--- src/rtl/sao_pkg.sv ---
// Shared types and constants for the straight-alpha source-over blender.
// Used by sao_front, sao_cell and straight_alpha_over_blend; no dependencies.
package sao_pkg;

  localparam logic [7:0] OpacityReset = 8'd255;
  localparam int unsigned RemW = 27;
  localparam int unsigned DenW = 17;
  localparam int unsigned QuoW = 9;
  localparam int unsigned Lanes = 3;
  localparam logic [15:0] Recip255 = 16'h8081;

  typedef struct packed {
    logic [Lanes-1:0][RemW-1:0] rem;
    logic [DenW-1:0]            den;
    logic [Lanes-1:0][QuoW-1:0] quo;
    logic [7:0]                 alpha;
    logic                       zero;
  } div_word_t;

endpackage

--- src/rtl/sao_front.sv ---
// Front pipeline of the blender: effective alpha, alpha numerator and color numerators.
// Depends on sao_pkg. Feeds the divider cell chain with a sao_pkg::div_word_t.
module sao_front (
  input  logic                 clk,
  input  logic                 rst,
  input  logic [7:0]           layer_opacity,
  input  logic                 up_valid,
  output logic                 up_ready,
  input  logic [31:0]          src,
  input  logic [31:0]          dst,
  output logic                 dn_valid,
  input  logic                 dn_ready,
  output sao_pkg::div_word_t   dn_word
);

  logic [4:0] v;
  logic [4:0] rdy;

  logic [31:0] s1_src, s1_dst;
  logic [15:0] s1_prod;
  logic [31:0] s2_src, s2_dst;
  logic [7:0]  s2_eff;
  logic [15:0] s3_an;
  logic [2:0][15:0] s3_sc, s3_dc;
  logic [7:0]  s3_inv;
  logic [2:0][24:0] s4_num;
  logic [15:0] s4_an;
  logic [7:0]  s4_alpha;

  logic [32:0] eff_prod;
  logic [32:0] alpha_prod;
  logic [7:0]  inv2;

  assign rdy[4] = !v[4] || dn_ready;
  assign rdy[3] = !v[3] || rdy[4];
  assign rdy[2] = !v[2] || rdy[3];
  assign rdy[1] = !v[1] || rdy[2];
  assign rdy[0] = !v[0] || rdy[1];
  assign up_ready = rdy[0];
  assign dn_valid = v[4];

  assign eff_prod = 33'((17'(s1_prod) + 17'd127) * 17'(sao_pkg::Recip255));
  assign inv2 = 8'd255 - s2_eff;
  assign alpha_prod = 33'((17'(s3_an) + 17'd127) * 17'(sao_pkg::Recip255));

  always_ff @(posedge clk) begin
    if (rst) begin
      v <= '0;
    end else begin
      if (rdy[0]) v[0] <= up_valid;
      if (rdy[1]) v[1] <= v[0];
      if (rdy[2]) v[2] <= v[1];
      if (rdy[3]) v[3] <= v[2];
      if (rdy[4]) v[4] <= v[3];
    end
  end

  always_ff @(posedge clk) begin
    if (rdy[0]) begin
      s1_src  <= src;
      s1_dst  <= dst;
      s1_prod <= 16'(src[7:0] * layer_opacity);
    end
    if (rdy[1]) begin
      s2_src <= s1_src;
      s2_dst <= s1_dst;
      s2_eff <= eff_prod[30:23];
    end
    if (rdy[2]) begin
      s3_an  <= 16'(s2_eff * 16'd255) + 16'(s2_dst[7:0] * inv2);
      s3_inv <= inv2;
      for (int i = 0; i < 3; i++) begin
        s3_sc[i] <= 16'(s2_src[8*i+8 +: 8] * s2_eff);
        s3_dc[i] <= 16'(s2_dst[8*i+8 +: 8] * s2_dst[7:0]);
      end
    end
    if (rdy[3]) begin
      s4_an    <= s3_an;
      s4_alpha <= alpha_prod[30:23];
      for (int i = 0; i < 3; i++) begin
        s4_num[i] <= 25'(s3_sc[i] * 24'd255) + 25'(s3_dc[i] * s3_inv);
      end
    end
    if (rdy[4]) begin
      dn_word.den   <= {s4_an, 1'b0};
      dn_word.alpha <= s4_alpha;
      dn_word.zero  <= (s4_an == 16'd0);
      dn_word.quo   <= '0;
      for (int i = 0; i < 3; i++) begin
        dn_word.rem[i] <= {1'b0, s4_num[i], 1'b0} + 27'(s4_an);
      end
    end
  end

endmodule

--- config.mk ---
export PLATFORM = sky130hd
export DESIGN_NAME = sao_front
export DESIGN_NICKNAME = d
export VERILOG_FILES = /design/src/rtl/sao_pkg.sv /design/src/rtl/sao_front.sv
export SDC_FILE = /design/constraint.sdc
export NUM_CORES = 2
export LEC_CHECK = 0
export BUFFER_PORTS_ARGS = -buffer_cell sky130_fd_sc_hd__buf_2
export CAP_MARGIN = 10
export CORE_MARGIN = 8
export CORE_UTILIZATION = 40
export CTS_CLUSTER_DIAMETER = 60
export CTS_CLUSTER_SIZE = 40
export DETAILED_ROUTE_END_ITERATION = 10
export SYNTH_ARGS = -nofsm -noshare
export SYNTH_HDL_FRONTEND = slang
export SYNTH_SLANG_ARGS = --single-unit
--- constraint.sdc ---
create_clock -name clk -period 13.6 [get_ports clk]
set_input_delay 2.72 -clock clk [delete_from_list [all_inputs] [get_ports clk]]
set_output_delay 2.72 -clock clk [all_outputs]
set_load 0.05 [all_outputs]
==> results.sh <==
export IMPL_outcome="finished, final reports clean"
export IMPL_first_global_vias=40000
export IMPL_startpoint="dn_ready"
export IMPL_htreeDepth=2
export IMPL_hold_viol_final=0
export IMPL_seq_area_frac_synth_pct=23.52
export IMPL_critical_path_n_buffers_inverters=2
export IMPL_instances_no_fill=7717
export IMPL_dr_vias_cell=4.819
export IMPL_drt_drc_violations_left=0
export IMPL_syn_to_final_growth_pct=8.770
export IMPL_synthesis_yosys_warnings=0
export IMPL_period_minus_slack_ps=7019
export IMPL_placeableCoreArea_um2=147000
export IMPL_clock_tree_root_cell="sky130_fd_sc_hd__clkbuf_16"
export IMPL_global_route_overflow_total=0
export IMPL_setup_worst_path_end_class="primary output"
export IMPL_setup_violations=0
export IMPL_final_layout_size_suffix_gt1_share_pct=6.258
export IMPL_final_period_utilization_pct=51.61
export IMPL_postCtsHoldBufs=0
export IMPL_synth_async_reset_ratio_pct=0
export IMPL_syn_instance_count=5564
export IMPL_clk_path_buf_depth=3
export IMPL_maxSlewViolCount=0
export IMPL_rr_startpoint="s3_inv[2]"
export IMPL_vias=37190
export IMPL_post_cts_resized_instances=0
export IMPL_placement_io_buffers=183
export IMPL_initial_utilization_pct=40.07
export IMPL_timing_worst_setup_path_type="in -> out"
export IMPL_placedCellCount=7613
export IMPL_drt_antenna_violating_nets=0
export IMPL_setup_worst_path_start_class="input pin"
export IMPL_synth_seq_cells=463
export IMPL_fp_dieArea_um2=159800
export IMPL_synth_top_flop_cell="sky130_fd_sc_hd__edfxtp_1"
export IMPL_cp_num_cells=5
export IMPL_synth_cell_types=78
export IMPL_timing_critical_path_arrival_ps=4300
export IMPL_rrSetupSlack_ps=6810
export IMPL_starting_drt_drc_count=1735
export IMPL_critical_path_top_cell_by_count="sky130_fd_sc_hd__buf_2"
export IMPL_grt_start_max_net_pins=71
export IMPL_synth_edff_count=458
export IMPL_clkLatencyLatePin_ps=670
export IMPL_num_rows=141
export IMPL_cpPeakStageDelay_ps=470
export IMPL_cp_slowest_cell="sky130_fd_sc_hd__and3_1"
export IMPL_max_freq_ghz=0.1425
export IMPL_total_routed_length_mm=127.8
export IMPL_min_path_type="reg -> reg"
export IMPL_max_slew_margin_pct=33.17
export IMPL_top_level_ports=212
export IMPL_setup_tns_final_ps=0
export IMPL_cts_sinks=463
export IMPL_final_setup_skew_ps=28.70
export IMPL_worstPathMaxFanout=5
export IMPL_cts_inserted_buffers=54
export IMPL_tritoncts_clock_tree="yes"
export IMPL_critical_path_top_delay_family="simple AND/OR/NAND/NOR gates"
export IMPL_cap_violations=0
export IMPL_grt_antenna_before_repair=13
export IMPL_hpwl_mm=105.6
export IMPL_routabilityCongestion=0.8687
export IMPL_finalCoreUtilization_pct=43.59
export IMPL_path_cells="buf_2 > nor2b_1 > and3_1 > nand3_4 > buf_2"
export IMPL_rsz0062_at_grt="false"
export IMPL_wire_per_inst_um=16.56
export IMPL_cts_clock_pin_slew_for_the_worst_setup_and_hold_paths_ps=70
export IMPL_most_common_cell_after_layout_fill_and_taps_aside="sky130_fd_sc_hd__inv_1"
export IMPL_preCtsSetupSlack_ps=6518
export IMPL_global_route_usage_total_pct=16.32
export IMPL_firstDrtPassIters=5
export IMPL_final_net_count=7464
export IMPL_r2r_worst_path_cells=18
export IMPL_worst_pin_slew_ps=1003
export IMPL_dieHeight_um=399.7
export IMPL_synth_cell_area_um2=58890
export IMPL_minimum_setup_slack_in_the_final_design_ps=6581
export IMPL_syn_mean_instance_area_um2=10.58
export IMPL_cts_repair_timing_setup_buffer_count=0
export IMPL_critical_path_endpoint="up_ready"
export IMPL_grt_first_pass_wirelength_mm=210.4
export IMPL_reg2reg_to="s4_num[74]"
export IMPL_layout_common_cells="1210 x sky130_fd_sc_hd__inv_1, 934 x sky130_fd_sc_hd__fa_1, 715 x sky130_fd_sc_hd__ha_1"
export IMPL_timing_critical_path_required_ps=10880
export IMPL_filler_cell_count=13940
export IMPL_die_width_um=399.7
state kept, by name (all words and copies together) (netlist names), 16 cells and up:
name	count
s4_an	16
s3_sc	48
s1_prod	16
dn_word	103
s1_src	24
s1_dst	32
s3_an	16
s4_num	75
s2_dst	32
s2_src	24
s3_dc	48
cell type report:
class	count	area (µm²)	share of cell area, %
Multi-Input combinational cell	3792	40040	62.50
Antenna cell	2	5.005	0.007813
Inverter	1212	4554	7.110
Clock inverter	48	678.2	1.059
Sequential cell	463	13850	21.63
Clock buffer	54	1351	2.110
Tap cell	1930	2415	3.770
Timing Repair Buffer	216	1164	1.817
synthesized netlist by cell type, types with 16 or more instances:
master / number / share of area [%]
sky130_fd_sc_hd__inv_1: 1212 / 7.7
sky130_fd_sc_hd__fa_1: 934 / 32
sky130_fd_sc_hd__ha_1: 715 / 15
sky130_fd_sc_hd__nand2_1: 523 / 3.3
sky130_fd_sc_hd__edfxtp_1: 458 / 23
sky130_fd_sc_hd__and2_1: 451 / 4.8
sky130_fd_sc_hd__xnor2_1: 179 / 2.7
sky130_fd_sc_hd__nor2_1: 175 / 1.1
sky130_fd_sc_hd__a21oi_1: 128 / 1.1
sky130_fd_sc_hd__clkbuf_1: 89 / 0.57
sky130_fd_sc_hd__o21ai_0: 75 / 0.64
sky130_fd_sc_hd__nor2b_1: 72 / 0.76
sky130_fd_sc_hd__xor2_1: 68 / 1.0
sky130_fd_sc_hd__nor3_1: 48 / 0.41
sky130_fd_sc_hd__nand3_1: 42 / 0.36
sky130_fd_sc_hd__a21o_1: 36 / 0.46
sky130_fd_sc_hd__and3_1: 33 / 0.35
sky130_fd_sc_hd__buf_4: 31 / 0.40
sky130_fd_sc_hd__o21a_1: 24 / 0.31
sky130_fd_sc_hd__a211oi_1: 22 / 0.28
sky130_fd_sc_hd__or2_2: 22 / 0.23
sky130_fd_sc_hd__nand2b_1: 21 / 0.22
sky130_fd_sc_hd__a21boi_0: 16 / 0.20
metrics by stage:
stage / cell area [µm²] / hold WS (ps)
global route: 64060 / 409.1
global placement: 62020 / 400.8
CTS: 64050 / 406.7
detailed placement: 62020 / 404.5
floorplan: 59000 / 400.3
finish: 64060 / 411.8
worst min path at each step:
stage                 from          to  cells after the start
6_report       s4_alpha[1]  dn_word[2]                      0
5_1_grt        s4_alpha[1]  dn_word[2]                      0
4_1_cts        s4_alpha[1]  dn_word[2]                      0
3_5_place_dp   s4_alpha[4]  dn_word[5]                      0
3_3_place_gp    s1_src[25]  s2_src[25]                      0
2_1_floorplan  s4_alpha[0]  dn_word[1]                      0
per-layer routing:
layer,up-vias,track usage (%),routed length [µm]
li1,17800,-,-
met4,6,3.722,2778
met3,154,3.893,8903
met5,-,0,39
met1,18450,23.22,60780
met2,782,25.30,55300
logic make-up after synthesis:
logic type,synth area share (%)
multiplexers,0.01700
adder cells (fa/ha/maj),46.94
AO/OA/AOI/OAI,4.895
AND/OR/NAND/NOR,12.22
XOR/XNOR,3.673
other,0.01275
flip-flops,23.52
buffers and inverters,8.719
Power is not shown: default switching activity piles up to over one toggle a cycle in this logic, so the estimate is an artifact.
