==> src/rtl/sao_pkg.sv <==
// Shared types and constants for the straight-alpha source-over blender.
// Used by sao_front, sao_cell and straight_alpha_over_blend; no dependencies.
package sao_pkg;

  localparam logic [7:0] OpacityReset = 8'd255;
  localparam int unsigned RemW = 27;
  localparam int unsigned DenW = 17;
  localparam int unsigned QuoW = 9;
  localparam int unsigned Lanes = 3;
  localparam logic [15:0] Recip255 = 16'h8081;

  typedef struct packed {
    logic [Lanes-1:0][RemW-1:0] rem;
    logic [DenW-1:0]            den;
    logic [Lanes-1:0][QuoW-1:0] quo;
    logic [7:0]                 alpha;
    logic                       zero;
  } div_word_t;

endpackage

==> src/rtl/sao_cell.sv <==
// One restoring-division cell: decides quotient bit BIT for all three color lanes.
// Depends on sao_pkg; cells are chained in straight_alpha_over_blend.
module sao_cell #(
  parameter int unsigned BIT = 0
) (
  input  logic                 clk,
  input  logic                 rst,
  input  logic                 up_valid,
  output logic                 up_ready,
  input  sao_pkg::div_word_t   up_word,
  output logic                 dn_valid,
  input  logic                 dn_ready,
  output sao_pkg::div_word_t   dn_word
);

  sao_pkg::div_word_t nxt;
  logic [sao_pkg::RemW-1:0] trial;

  assign up_ready = !dn_valid || dn_ready;
  assign trial = sao_pkg::RemW'(up_word.den) << BIT;

  always_comb begin
    nxt = up_word;
    for (int i = 0; i < 3; i++) begin
      if (up_word.rem[i] >= trial) begin
        nxt.rem[i] = up_word.rem[i] - trial;
        nxt.quo[i][BIT] = 1'b1;
      end
    end
  end

  always_ff @(posedge clk) begin
    if (rst) begin
      dn_valid <= 1'b0;
    end else if (up_ready) begin
      dn_valid <= up_valid;
    end
  end

  always_ff @(posedge clk) begin
    if (up_ready) begin
      dn_word <= nxt;
    end
  end

endmodule

==> config.mk <==
export PLATFORM = sky130hd
export DESIGN_NAME = sao_cell
export DESIGN_NICKNAME = d
export VERILOG_FILES = /design/src/rtl/sao_pkg.sv /design/src/rtl/sao_cell.sv
export SDC_FILE = /design/constraint.sdc
export NUM_CORES = 1
export LEC_CHECK = 0
export ABC_AREA = 0
export BUFFER_PORTS_ARGS = -buffer_cell sky130_fd_sc_hd__buf_4
export CORE_MARGIN = 3
export CORE_UTILIZATION = 35
export CTS_CLUSTER_SIZE = 16
export DETAILED_ROUTE_END_ITERATION = 7
export PLACE_DENSITY = 0.59
export SYNTH_ARGS = -nofsm -noshare
export SYNTH_HDL_FRONTEND = slang
export SYNTH_SLANG_ARGS = --single-unit
==> constraint.sdc <==
create_clock -name clk -period 4.4 [get_ports clk]
set_input_delay 0 -clock clk [delete_from_list [all_inputs] [get_ports clk]]
set_output_delay 0 -clock clk [all_outputs]
set_load 0.03 [all_outputs]
==> results of run 1 <==
-- placed cells by master, fill, tap and decap left out, types with 4 or more instances in the layout --
cell type      Yosys  final
clkbuf_16          0     17
o21a_1            12     12
nor2_1            43     43
nor4_1             9      9
edfxtp_1         134    134
o21bai_1           4      4
nor2b_1            6      6
a31oi_1           12     12
nor3_1            18     18
nand3_1           18     18
dlygate4sd3_1      0    139
nand4_1           12     12
o211ai_1           4      4
xor2_1            22     22
inv_1             35     35
xnor2_1           42     42
buf_4              0    275
mux2_2             9      9
a211oi_1          10     10
nand2_1           65     65
ha_1              51     51
and3_1             5      5
o21ai_0           38     38
o21ai_1           12     12
clkinv_8           0      4
o31ai_1            8      8
a21o_1            21     21
a21oi_1           44     44
nand2b_1           8      7
inv_8              0      8
-- stage by stage --
step           cells  cell area [sq um]  power (mW)
5_1_grt         1441              12430       4.689
3_5_place_dp    1270              10430       2.946
3_3_place_gp    1270              10430       2.941
2_1_floorplan    734               8071       2.460
6_report        1441              12430       4.490
4_1_cts         1441              12430       4.516
-- worst max-delay path: cells and delay by family --
kind / cells / cell delay [ns]
buffers and inverters: 4 / 1.58
AOI/OAI and AO/OA: 3 / 1.26
and+or+nand+nor: 3 / 0.58
adders and majority gates: 1 / 0.32
xor gates and xnor gates: 1 / 0.12
-- timing repair --
action	in CTS	in global routing
hold buffers	139	0
buffers inserted	0	0
endpoints found under the hold margin	134	0
-- how the worst min path moves through the flow --
stage / start / to / slack (ns) / cells past startpoint
floorplan: rst / dn_valid$_SDFFE_PP0P_ / 0.07 / 1
global placement: rst / dn_valid$_SDFFE_PP0P_ / 0.15 / 2
detailed placement: rst / dn_valid$_SDFFE_PP0P_ / 0.16 / 2
CTS: up_word[124] / dn_word[124]$_DFFE_PP_ / 0.02 / 3
global route: up_word[124] / dn_word[124]$_DFFE_PP_ / 0.04 / 3
finish: up_word[124] / dn_word[124]$_DFFE_PP_ / 0.03 / 3
-- metal layers --
layer	vias to the layer above	part of all wire [%]	wire length, um	track usage (%)
li1	3619	-	-	-
met1	3400	42	10900	25.17
met2	228	49	12700	34.99
met3	48	6.0	1552	4.237
met4	0	2.6	682	6.860
met5	-	0	0	0
-- logic make-up after synthesis --
family | count (synthesis)
buf+inv | 55
xor+xnor | 64
fa+ha+maj | 54
compound gates | 200
flops | 135
simple gates | 214
mux | 12
-- Yosys cell counts (3+ instances only) --
cell	number
a211oi_1	10
nor2_1	43
nor3_1	18
nand4_1	12
a21oi_1	44
a21o_1	21
inv_1	35
o21a_1	12
o21ai_0	38
a41oi_1	3
edfxtp_1	134
nand3_1	18
buf_2	4
or3_1	3
nor2b_1	6
nor4_1	9
and2_1	3
nand2_1	65
and3_1	5
fa_1	3
a31oi_1	12
mux2_2	9
o31a_1	3
o31ai_1	8
nand2b_1	8
xnor2_1	42
o211ai_1	4
clkbuf_1	15
ha_1	51
o21ai_1	12
a2111oi_0	3
o21bai_1	4
xor2_1	22
o22ai_1	3
-- sequential cells by signal, indices dropped and copies added, names as in the netlist --
| name | count |
|---|---|
| dn_word | 134 |
| dn_valid | 1 |
-- area by class of cell --
type                            instances  share of cell area [%]
Sequential cell                       135                   32.54
Clock buffer                           17                   3.423
Multi-Input combinational cell        544                   30.77
Timing Repair Buffer                  415                   27.97
Inverter                               35                   1.057
Clock inverter                         15                   1.430
Tap cell                              280                   2.819
-- where the power goes --
part	internal [mW]	switching [mW]
logic	0.579	0.790
clock network	0.769	0.694
registers	1.61	0.0471
==> results.toml, run 1 <==
[sta]
worst_slew_pin_slew_ns = 0.8857
skew_ns = 0.01180
post-route-period-util_pct = 83.44
setup_viol = 0
slew_violations = 0
rsz0062_at_grt = "no"
slew_headroom_pct = 39.42
fin_tns_setup_ns = 0
timing.final.ws_setup_ns = 0.7288
hold_viol_final = 0
holdWs_ns = 0.03130
max_freq_mhz = 272.4
min_period_ns = 3.671

[clock_network]
h-tree-depth = 4
cts-resized-gates = 0
cts_tree = "built"
cts_buffer_depth = 2
cts.sinks = 135
clock_latency_ns = 0.43
root_buffer = "clkbuf_16"
clk_pin_slew_worst_paths_ns = 0.08
cts_inserted_buffers = 17

[global_route]
grt_pass1_wl_um = 38940
grt_max_degree = 97
grt_antenna_before_repair = 0
grt_usage_pct = 20.23
grt_overflow = 0
first_global_vias = 7320

[worst_setup_path]
required_ns = 4.59
r2r_cells = 2
worstReg2RegStart = "dn_valid$_SDFFE_PP0P_"
cp_max_fo = 6
slowest_stage = "dlygate4sd3_1"
r2r_slack_ns = 2.67
critPathMaxStageDelay_ns = 0.58
cp-end-kind = "register"
critPathKind = "in2reg"
startpoint = "up_word[37]"
crit_chain = "dlygate4sd3_1 > buf_4 > inv_1 > ha_1 > nor2b_1 > o31ai_1 > a211oi_1 > o32ai_2 > nand2_1 > nor4_1 > xor2_1 > dlygate4sd3_1"
crit_top_cell = "dlygate4sd3_1"
cp-start-kind = "primary input"
cp_data_arrival_time_ns = 3.86
endpoint = "dn_word[105]$_DFFE_PP_"
reg2reg_to = "dn_word[128]$_DFFE_PP_"

[placed_design]
io_buffers = 273
place.gp.congestion = 0.8499
dp_hpwl_um = 18690
pre_cts_slack_ns = 1.148

[synthesis]
synth_top_family_by_area = "compound AO/OA/AOI/OAI gates"
ys_dominant_reg_cell = "edfxtp_1"
synth-edff-count = 134
avgSynthCellArea_sq_um = 11.00
synth_top_area_cell = "edfxtp_1"
synth_nets = 926
synth_top_area_share_pct = 49.85
synth-warning-count = 0
yosys.area_share.simple_pct = 13.47
synthMuxAreaShare_pct = 1.643
synth_xor_area_share_pct = 6.945
synth_cell_types = 76
synthTopCellsByArea = "edfxtp_1, ha_1, xnor2_1, nand2_1, a21oi_1"
ys_seq_area_share_pct = 50.10
syn_area_sq_um = 8071
synth_compound_area_share_pct = 16.57
synth.ff_latch_count = 135
synthArstFlopShare_pct = 0
synthAdderAreaFrac_pct = 8.650
synth_cells = 734

[layout]
drive_gt1_share_pct = 28.77
fillers = 1971
regArea_sq_um = 4044
antenna_cells = 0
multiInputGateArea_sq_um = 3824
syn2layout_area_growth_pct = 53.98
utilization_pct = 55.91
nNetsFinal = 1340

[run]
maxCapViolCount = 0

[floorplanning]
core_sq_um = 22230
start_util_pct = 36.31
rows = 54
dieHeight_um = 157.9
die_w_um = 157.9
dieArea_sq_um = 24920
num_io_pins = 274

[route]
drtPass1Iterations = 5
via_count = 7295
dr.first_iter.drc_count = 425
ant_nets = 0
routedWlPerCell_um = 17.93
vias_per_cell = 5.062
drt-total-wl_um = 25830
drc = 0

[pwr]
peakVddDrop_mv = 0.1858
powerDensity_nw_per_um2 = 361.3
leakage_nw = 5.263

[status]
outcome = "finished, final reports clean"

[min_path]
hold_path.class = "in2reg"
Note: power is estimated with default switching activity, not from simulation.
==> inputs of run 2 (changes only) <==
==> constraint.sdc (replaced) <==
create_clock -name clk -period 3.7 [get_ports clk]
set_input_delay 0 -clock clk [delete_from_list [all_inputs] [get_ports clk]]
set_output_delay 0 -clock clk [all_outputs]
set_load 0.03 [all_outputs]
==> results.toml, run 2 (synthesized netlist as in run 1, its figures left out) <==
[layout]
antenna_cells = 0
largest_reg_flops = 134
drive_gt1_share_pct = 28.98
top_register = "dn_word"
final_cell_mix = "buf_4, dlygate4sd3_1, edfxtp_1"
mostFrequentLayoutCell = "buf_4"
nNetsFinal = 1342
biggestRegsByFlops = "dn_word: 134 flops, dn_valid: 1 flops"
syn2layout_area_growth_pct = 54.15

[clock_network]
clk_pin_slew_worst_paths_ns = 0.07
cts_buffer_depth = 2
clock_latency_ns = 0.42
h-tree-depth = 4
cts_inserted_buffers = 17
cts_tree = "built"
cts_setup_buffers = 0
root_buffer = "clkbuf_16"
cts.sinks = 135

[global_route]
grt_pass1_wl_um = 38210
grt_max_degree = 63
grt_overflow = 0
grt_usage_pct = 19.74
grt_antenna_before_repair = 0
first_global_vias = 7207

[floorplanning]
dieHeight_um = 157.9
num_io_pins = 274
core_sq_um = 22230
rows = 54
die_w_um = 157.9
start_util_pct = 36.31
dieArea_sq_um = 24920

[route]
via_count = 7247
ant_nets = 0
routedWlPerCell_um = 17.72
drtPass1Iterations = 5
dr.first_iter.drc_count = 355
drc = 0
drt-total-wl_um = 25570
vias_per_cell = 5.022

[worst_setup_path]
required_ns = 3.88
cp-end-kind = "register"
cp-start-kind = "primary input"
cp_data_arrival_time_ns = 3.59
cp_max_fo = 6
worstReg2RegStart = "dn_valid$_SDFFE_PP0P_"
reg2reg_to = "dn_valid$_SDFFE_PP0P_"
r2r_cells = 3
critPathKind = "in2reg"
r2r_slack_ns = 1.87

[sta]
skew_ns = 0.008255
max_freq_mhz = 293.7
min_period_ns = 3.404
slew_headroom_pct = 41.74
slew_violations = 0
post-route-period-util_pct = 92.01
hold_viol_final = 0
fin_tns_setup_ns = 0
worst_slew_pin_slew_ns = 0.8687
rsz0062_at_grt = "no"
setup_viol = 0

[pwr]
powerDensity_nw_per_um2 = 430.1
peakVddDrop_mv = 0.2552
leakage_nw = 5.276
total_power_mw = 5.351

[min_path]
min_path_cells = 3
min-delay-start = "up_word[124]"
hold_path.class = "in2reg"
holdPathEnd = "dn_word[124]$_DFFE_PP_"

[run]
maxCapViolCount = 0

[placed_design]
io_buffers = 273
dp_hpwl_um = 18510
place.gp.congestion = 0.8782

[status]
outcome = "finished, final reports clean"
## run 2: how the worst max path moves through the flow
| stage | from | endpoint | slack [ns] |
|---|---|---|---|
| after floorplan | dn_valid$_SDFFE_PP0P_ | dn_word[0]$_DFFE_PP_ | 1.04 |
| after global placement | up_word[42] | dn_word[97]$_DFFE_PP_ | 0.72 |
| after detailed placement | up_word[37] | dn_word[126]$_DFFE_PP_ | 0.61 |
| after CTS | up_word[42] | dn_word[105]$_DFFE_PP_ | 0.21 |
| after global routing | up_word[42] | dn_word[105]$_DFFE_PP_ | 0.1 |
| final | up_word[42] | dn_word[105]$_DFFE_PP_ | 0.30 |
## run 2: area by class of cell
class	instances	area, sq um
clock buffers	17	425.4
clock inverters	15	177.7
fillers	1949	9787
inverters	35	131.4
multi-input cells	544	3825
flip-flops and latches	135	4044
well taps	280	350.3
repair buffers	417	3488
## run 2: critical path, stage by stage
cell,delay (ns)
dlygate4sd3_1,0.56
buf_4,0.14
inv_1,0.14
ha_1,0.33
a2111oi_1,0.59
a211oi_1,0.23
o32ai_2,0.46
nand2_1,0.19
nor4_1,0.27
xor2_1,0.10
dlygate4sd3_1,0.56
## run 2: routing by layer
layer	wire length, um	track usage (%)	vias to the layer above
met5	0	0	-
met4	410	4.917	0
met3	1438	3.773	27
met2	12860	35.97	238
met1	10860	23.97	3355
li1	-	-	3627
## run 2: timing repair
action	in CTS	in global routing
endpoints found under the setup margin	0	1
resized for setup	0	1
endpoints found under the hold margin	133	0
hold buffers	138	0
## run 2: stage by stage
| step | instances | cell area [sq um] | worst slack [ns] | utilization [%] | hold slack, ns |
|---|---|---|---|---|---|
| after floorplan | 734 | 8074 | 1.037 | - | 0.06907 |
| after global placement | 1273 | 10460 | 0.7245 | 47.04 | 0.1573 |
| after detailed placement | 1273 | 10460 | 0.6147 | 47.04 | 0.1579 |
| after CTS | 1443 | 12440 | 0.2144 | 55.97 | 0.04290 |
| after global routing | 1443 | 12440 | 0.09597 | 55.97 | 0.06362 |
| final | 1443 | 12440 | 0.2956 | 55.97 | 0.06915 |
## run 2: report_power, final
part | switching [mW] | internal (mW)
logic | 0.939 | 0.692
registers | 0.0571 | 1.91
clock network | 0.779 | 0.969
total | 1.78 | 3.58
